$ cat src/hdl/coverage_tiered_min_error_select_unit_defines.svh
// Assertion macros shared by the coverage tiered select unit.
// Depends on nothing; expects signals named clock and reset in the including module.
`ifndef COVERAGE_TIERED_MIN_ERROR_SELECT_UNIT_DEFINES_SVH
`define COVERAGE_TIERED_MIN_ERROR_SELECT_UNIT_DEFINES_SVH

// Check a property on every clock edge outside reset.
`define CTMES_ASSERT(lbl, prop, msg) \
   lbl: assert property (@(posedge clock) disable iff (reset) (prop)) else $error(msg);

// Check a property on every clock edge, reset included.
`define CTMES_ASSERT_ALWAYS(lbl, prop, msg) \
   lbl: assert property (@(posedge clock) (prop)) else $error(msg);

`endif

$ cat src/hdl/ctmes_pkg.sv
// Shared constants and control types for the coverage tiered select unit.
// No dependencies.
package ctmes_pkg;

   localparam int MAX_ENTRIES = 1024;
   localparam int ADDR_W      = $clog2(MAX_ENTRIES);
   localparam int CNT_W       = $clog2(MAX_ENTRIES + 1);
   localparam int COV_W       = 17;
   localparam int RATE_W      = 24;
   localparam int INDEX_W     = 10;
   localparam int SLOT_W      = 4;
   localparam int LAST_SLOT   = 9;
   localparam int HALF_COV    = 32768;
   // 9 * coverage fits in four more bits
   localparam int BOUND_W     = COV_W + 4;

   // Commands from the controller to the datapath
   typedef struct packed {
      logic store;       // write the accepted item into the store
      logic rd_max;      // read the max-coverage entry, latch thresholds
      logic init_best;   // seed all picks from the max-coverage entry
      logic scan_issue;  // read the next entry of the replay pass
      logic clear;       // end of list, drop the list state
   } ctmes_cmd_type;

   // Status from the datapath to the controller
   typedef struct packed {
      logic scan_last;   // the entry read now is the last one of the list
   } ctmes_status_type;

endpackage

$ cat src/hdl/ctmes_ctrl.sv
// Sequencer for load, threshold scan and result emission.
// Depends on ctmes_pkg and the assertion macro header.
`include "coverage_tiered_min_error_select_unit_defines.svh"

module ctmes_ctrl (
   input  logic                         clock,
   input  logic                         reset,
   input  logic                         req_valid,
   input  logic                         req_last,
   output logic                         req_ready,
   output logic                         rsp_valid,
   input  logic                         rsp_ready,
   output logic [ctmes_pkg::SLOT_W-1:0] rsp_slot,
   output logic                         rsp_last,
   output ctmes_pkg::ctmes_cmd_type     cmd,
   input  ctmes_pkg::ctmes_status_type  status
);

   typedef enum logic [2:0] {
      ST_LOAD,
      ST_FETCH,
      ST_INIT,
      ST_SCAN,
      ST_DRAIN,
      ST_EMIT
   } state_type;

   state_type                    state_ff;
   logic                         ready_ff;
   logic                         valid_ff;
   logic [ctmes_pkg::SLOT_W-1:0] slot_ff;
   logic                         in_take;
   logic                         out_take;
   logic                         final_slot;

   assign in_take    = req_valid && ready_ff;
   assign out_take   = valid_ff && rsp_ready;
   assign final_slot = (slot_ff == ctmes_pkg::SLOT_W'(ctmes_pkg::LAST_SLOT));

   // Decode commands
   always_comb begin
      cmd            = '0;
      cmd.store      = in_take;
      cmd.rd_max     = (state_ff == ST_FETCH);
      cmd.init_best  = (state_ff == ST_INIT);
      cmd.scan_issue = (state_ff == ST_INIT) || (state_ff == ST_SCAN);
      cmd.clear      = out_take && final_slot;
   end

   // Advance state, hold ready/valid/slot registered
   always_ff @(posedge clock) begin
      if (reset) begin
         state_ff <= ST_LOAD;
         ready_ff <= 1'b1;
         valid_ff <= 1'b0;
         slot_ff  <= '0;
      end else begin
         case (state_ff)
            ST_LOAD: begin
               if (in_take && req_last) begin
                  state_ff <= ST_FETCH;
                  ready_ff <= 1'b0;
               end
            end
            ST_FETCH: begin
               state_ff <= ST_INIT;
            end
            ST_INIT, ST_SCAN: begin
               if (status.scan_last) begin
                  state_ff <= ST_DRAIN;
               end else begin
                  state_ff <= ST_SCAN;
               end
            end
            ST_DRAIN: begin
               state_ff <= ST_EMIT;
               valid_ff <= 1'b1;
               slot_ff  <= '0;
            end
            ST_EMIT: begin
               if (out_take) begin
                  if (final_slot) begin
                     state_ff <= ST_LOAD;
                     valid_ff <= 1'b0;
                     ready_ff <= 1'b1;
                  end else begin
                     slot_ff <= slot_ff + ctmes_pkg::SLOT_W'(1);
                  end
               end
            end
            default: begin
               state_ff <= ST_LOAD;
               ready_ff <= 1'b1;
               valid_ff <= 1'b0;
            end
         endcase
      end
   end

   assign req_ready = ready_ff;
   assign rsp_valid = valid_ff;
   assign rsp_slot  = slot_ff;
   assign rsp_last  = final_slot;

   `CTMES_ASSERT_ALWAYS(a_no_overlap, reset || !(ready_ff && valid_ff), "load and emit overlap")
   `CTMES_ASSERT(a_slot_range, !valid_ff || (slot_ff <= ctmes_pkg::SLOT_W'(ctmes_pkg::LAST_SLOT)),
      "slot beyond last")
   `CTMES_ASSERT(a_reopen, (out_take && final_slot) |=> (ready_ff && !valid_ff),
      "list not reopened after last result")

endmodule

$ cat config.mk
export PLATFORM = sky130hd
export DESIGN_NAME = ctmes_ctrl
export DESIGN_NICKNAME = d
export VERILOG_FILES = /design/src/hdl/ctmes_pkg.sv /design/src/hdl/ctmes_ctrl.sv
export VERILOG_INCLUDE_DIRS = /design/src /design/src/hdl
export SDC_FILE = /design/constraint.sdc
export NUM_CORES = 1
export LEC_CHECK = 0
export BUFFER_PORTS_ARGS = -buffer_cell sky130_fd_sc_hd__buf_2
export CAP_MARGIN = 20
export CORE_AREA = 5 5 42 44
export CTS_CLUSTER_SIZE = 14
export DETAILED_ROUTE_END_ITERATION = 6
export DIE_AREA = 0 0 47 49
export PLACE_DENSITY = 0.67
export SETUP_SLACK_MARGIN = 0.15
export SYNTH_ARGS = -nofsm -noshare
export SYNTH_HDL_FRONTEND = slang
export SYNTH_SLANG_ARGS = --single-unit
$ cat constraint.sdc
create_clock -name clock -period 1.9 [get_ports clock]
set_clock_uncertainty 0.05 [all_clocks]
set_input_delay 0.19 -clock clock [delete_from_list [all_inputs] [get_ports clock]]
set_output_delay 0.19 -clock clock [all_outputs]
set_load 0.01 [all_outputs]
# == After elaboration in Yosys (flattened, before gate mapping) ==
# Index checks and enable logic that the tools add are counted.
# classes
n_addsub,1
multipliers,0
n_div,0
order_cmp,0
eq_ne,10
shifts,0
n_mux,15
n_bitwise,2
reduce_logical,14
# ops
op,count
$pmux 3 s5,1
$mux 3,4
$reduce_and 3->1,3
$mux 4,2
$ne 2x2->1 const B,4
$pmux 4 s2,1
$reduce_or 4->1,2
$eq 3x2->1 const B,2
$eq 3x3->1 const B,2
$pmux 1 s3,2
$mux 1,5
$add 4x1->4 const B,1
$eq 4x4->1 const B,1
$logic_and 1x1->1,4
$reduce_and 4->1,1
$eq 3x1->1 const B,1
$logic_not 3->1,1
$not 1->1,2
$reduce_bool 2->1,1
$reduce_or 2->1,1
$logic_or 1x1->1,1
# word_totals
reg_bits,9
latch_bits,0
mem_bits_rw,0
rom_bits,0
out_inout_bits,12
word_cells,46
memories,0

# == Logic depth before layout (Yosys ltp) ==
# depth
depth_word,4
ltp_mapped,6
depth_no_buf,6

# == Worst setup path before layout ==
# Ideal clock, no wire load.
# synth_path
path_kind,register -> register
from,"reg slot_ff, in the netlist rsp_slot[1]"
to,"reg slot_ff, in the netlist rsp_slot[1]"
setup_ns,0.074
t_arrival_ns,1.494
t_required_ns,1.776
setup_slack_ns,0.282
path_stages_with_launch,7
n_path_buf,0
synth_period_minus_slack_ns,1.618
cell_sequence,dfxtp_1 > inv_1 > ha_1 > nand3b_4 > inv_4 > or4_1 > a31oi_1
# synth_between
word_cells_on_any_way,7
cone_classes,1 x add/sub; 2 x eq/ne; 3 x mux; 1 x reduce/logical
# synth_lines
item,line,text
"start, declared",ctmes_ctrl.sv:31,logic [ctmes_pkg::SLOT_W-1:0] slot_ff;
"start signal, assigned",ctmes_ctrl.sv:87,slot_ff <= slot_ff + ctmes_pkg::SLOT_W'(1);
$eq 4x4->1,ctmes_ctrl.sv:38,assign final_slot = (slot_ff == ctmes_pkg::SLOT_W'(ctmes_pkg::LAST_SLOT));
net rsp_last,ctmes_ctrl.sv:14,"output logic rsp_last,"
$ne 2x2->1 (no source line),--,
$reduce_and 3->1 (no source line),--,
# The timed path passes the listed nets, and every way through them passes these cells. The select of a mux whose other input is x is not followed.
# A chain may end at the register's enable or synchronous reset.

# == Worst setup path after layout ==
# layout_path
from,"reg slot_ff, in the netlist rsp_slot[1]"
to,"reg slot_ff, in the netlist rsp_slot[1]"
# layout_between
elab_chain_len,4
word_cells_on_any_way,7
cone_classes,1 x add/sub; 2 x eq/ne; 3 x mux; 1 x reduce/logical
# layout_lines
item,line,text
$add 4x1->4,ctmes_ctrl.sv:87,
$mux 4,ctmes_ctrl.sv:82,if (final_slot) begin
$mux 4,ctmes_ctrl.sv:81,if (out_take) begin
$pmux 4 s2,ctmes_ctrl.sv:58,case (state_ff)
# Parallel ways exist; a longest one is shown, timed or not. The select of a mux whose other input is x is not followed.

==> results.yml <==
cts:
  postCtsResizedCells: 0
  cts.sink_count: 9
  tritoncts.num_buffers: 3
  clock_latency_ps: 260
  htree_levels: 1
  tritoncts: "yes"
  clockBufferDepth: 2
  cts.reportedPaths.clkPinSlew_ps: 60
  clockRootBuffer: "clkbuf_4"
  hold_buffers: 0
  postCtsSetupBuffers: 0
logic_synthesis:
  synthesis.area_per_instance_sq_um: 8.59
  synth.yosys.seq_area_share: 0.313
  synth_largest_area_cell: "dfxtp_1"
  synth.ff_latch_count: 9
  synth_area_leaders: "dfxtp_1 31%, ha_1 4.3%, nor3b_1 3.9%, a21oi_1 3.5%, mux2i_1 3.5%"
  netlist.area_leader.share: 0.313
  synth.cell_area_sq_um: 576
  postSynthNetCount: 75
  synth.yosys.warnings: 0
  synthDistinctLibCells: 35
  syn-instance-count: 67
pwr:
  clock_power_share: 0.324
  cellPowerDensity_nw_per_um2: 689
  power.sequential.fraction: 0.478
  power.switching_fraction: 0.302
  p_int_uw: 326
  max-vdd-ir-drop_mv: 0.362
  net-switching-power_uw: 141
  p_comb_frac: 0.198
  static-leakage-power_uw: 0.000325
run_status:
  status: "completed"
timing:
  setup_viol: 0
  timing.setup.tns_ps: 0
  fin_hold_ws_ps: 165
  timing.final.crit_period_ps: 1630
  relSlewSlack: 0.688
  max_freq_mhz: 612
  layout_setup_ws_ps: 266
  rsz_0062_raised_after_global_routing: "false"
  number_of_max_slew_violations_in_the_final_report: 0
  max_slew.worst_pin.slew_ps: 467
  hold_viol_final: 0
  layout_worst_path_cycle_share: 0.860
critical_path:
  critical_path.reg2reg.endpoint: "rsp_slot[1]"
  critical_path.endpoint_type: "register"
  r2r_slack_ps: 270
  arrival_time_of_the_worst_setup_path_ps: 1780
  path_cells: "inv_1 > ha_1 > nand3b_4 > inv_4 > or4_1 > a31oi_1"
  slowest_stage: "or4_1"
  path_class: "register to register"
  crit_required_ps: 2050
  path_max_fanout: 6
  worstRegToRegCells: 6
  cp_slowest_stage_delay_ps: 510
  cpLargestDelayFamily: "simple AND/OR/NAND/NOR gates"
  crit-reg2reg-launch: "rsp_slot[1]"
  worstPathBufferInverterCount: 2
  crit_path_start_kind: "register"
drt:
  vias: 540
  drt.antenna.violating_nets: 0
  drt-wirelength-per-cell_microns: 12.6
  via_to_cell_ratio: 5.45
  drt_first_iter_violations: 6
  wirelength_microns: 1250
  drcViolationCount: 0
  first_pass_detailed_route_iteration_total: 4
global_routing:
  first_pass_grt_wire_length_microns: 2040
  antenna_found_initial: 0
  grtUsageTotal: 0.122
  first_global_vias: 493
  grt_overflow: 0
  grt_max_degree: 14
hold_path:
  hold_class: "input port to register"
  hold_path_end: "rsp_slot[0]"
  holdPathStages: 2
  hold_start: "reset"
die:
  floorplan.die_area_sq_um: 2300
  coreArea_sq_um: 1400
  die_width_microns: 47
  design.portCount: 18
  start_util: 0.411
  placement_rows: 14
  die_y_microns: 49
final_layout:
  finish.net_count: 92
  fraction_of_final_layout_cells_with_drive_strength_greater_than_1: 0.313
  synthesis_to_finish_area_growth_pct: 17.8
  finalCoreUtilization: 0.484
  commonest_non_fill_non_tap_cell_in_the_layout: "buf_2"
  num_antenna_cells: 0
  commonest_cells_after_routing_fill_and_taps_aside: "17 x buf_2, 9 x dfxtp_1, 4 x inv_1, 4 x nand3_1, 4 x a21oi_1"
  layoutNonFillerInstCount: 99
place:
  finalWeightedCongestion: 0.753
  placed_cells: 95
  preCtsSetupSlack_ps: 273
  portBuffers: 17
  detailedPlacementHpwl_microns: 934
run:
  timing.max_cap.violations: 0
power groups by stage:
stage / clock network (uW) / registers (uW) / logic, uW
5_1_grt: 164 / 227 / 103
3_5_place_dp: 0 / 227 / 92.3
4_1_cts: 155 / 223 / 92.9
6_report: 151 / 223 / 92.7
2_1_floorplan: 0 / 212 / 84.1
3_3_place_gp: 0 / 227 / 91.4
kinds of logic after synthesis:
logic type	synth area share
fa+ha+maj	0.0435
buf+inv	0.0913
mux	0.0348
flops	0.313
simple gates	0.335
compound gates	0.183
routing by layer:
metal / routed length [microns] / vias to the layer above / GRT usage
li1: - / 283 / -
met1: 601 / 235 / 0.163
met2: 528 / 18 / 0.163
met3: 93 / 4 / 0.0443
met4: 23 / 0 / 0.0691
met5: 0 / - / 0
through the flow:
stage / area, sq um / power, uW
floorplan: 576 / 296
global placement: 649 / 319
detailed placement: 649 / 319
CTS: 676 / 470
global route: 678 / 494
finish: 678 / 467
cell usage after synthesis:
cell type / count
nor2_1: 3
a221oi_1: 2
nor3_1: 1
a21oi_1: 4
o21bai_1: 1
dfxtp_1: 9
or3b_2: 1
buf_4: 1
or3_1: 2
or2b_2: 1
inv_1: 4
nand3b_4: 1
or4_1: 2
o211ai_1: 2
o21ai_0: 1
a31oi_1: 2
buf_2: 1
nor3b_1: 3
and4b_2: 1
ha_1: 2
nand2b_1: 2
a221o_1: 1
nor2b_1: 2
nor4_1: 1
a21boi_0: 1
mux2i_1: 2
inv_4: 1
nand3_1: 4
clkbuf_1: 1
nand4b_1: 1
a41o_1: 1
buf_1: 1
buf_6: 1
nand2_1: 3
and2_1: 1
area by class of cell:
type | count | area, sq um
Clock buffer | 4 | 26.3
Fill cell | 153 | 723
Inverter | 5 | 21.3
Multi-Input combinational cell | 48 | 345
Sequential cell | 9 | 180
Tap cell | 16 | 20.0
Timing Repair Buffer | 17 | 85.1
sequential cells by signal (all words and copies together), names as in the netlist:
name,flops
req_ready,1
rsp_valid,1
rsp_slot,4
state_ff,3
worst max-delay path by stage:
| stage | start | to | depth (start not counted) |
|---|---|---|---|
| after floorplan | rsp_slot[1] | rsp_slot[1] | 6 |
| after global placement | rsp_slot[1] | rsp_slot[1] | 6 |
| after detailed placement | rsp_slot[1] | rsp_slot[0] | 6 |
| after CTS | rsp_slot[1] | rsp_slot[0] | 6 |
| after global routing | rsp_slot[1] | rsp_slot[1] | 6 |
| final | rsp_slot[1] | rsp_slot[1] | 6 |
Note: power is estimated with default switching activity, not from simulation.
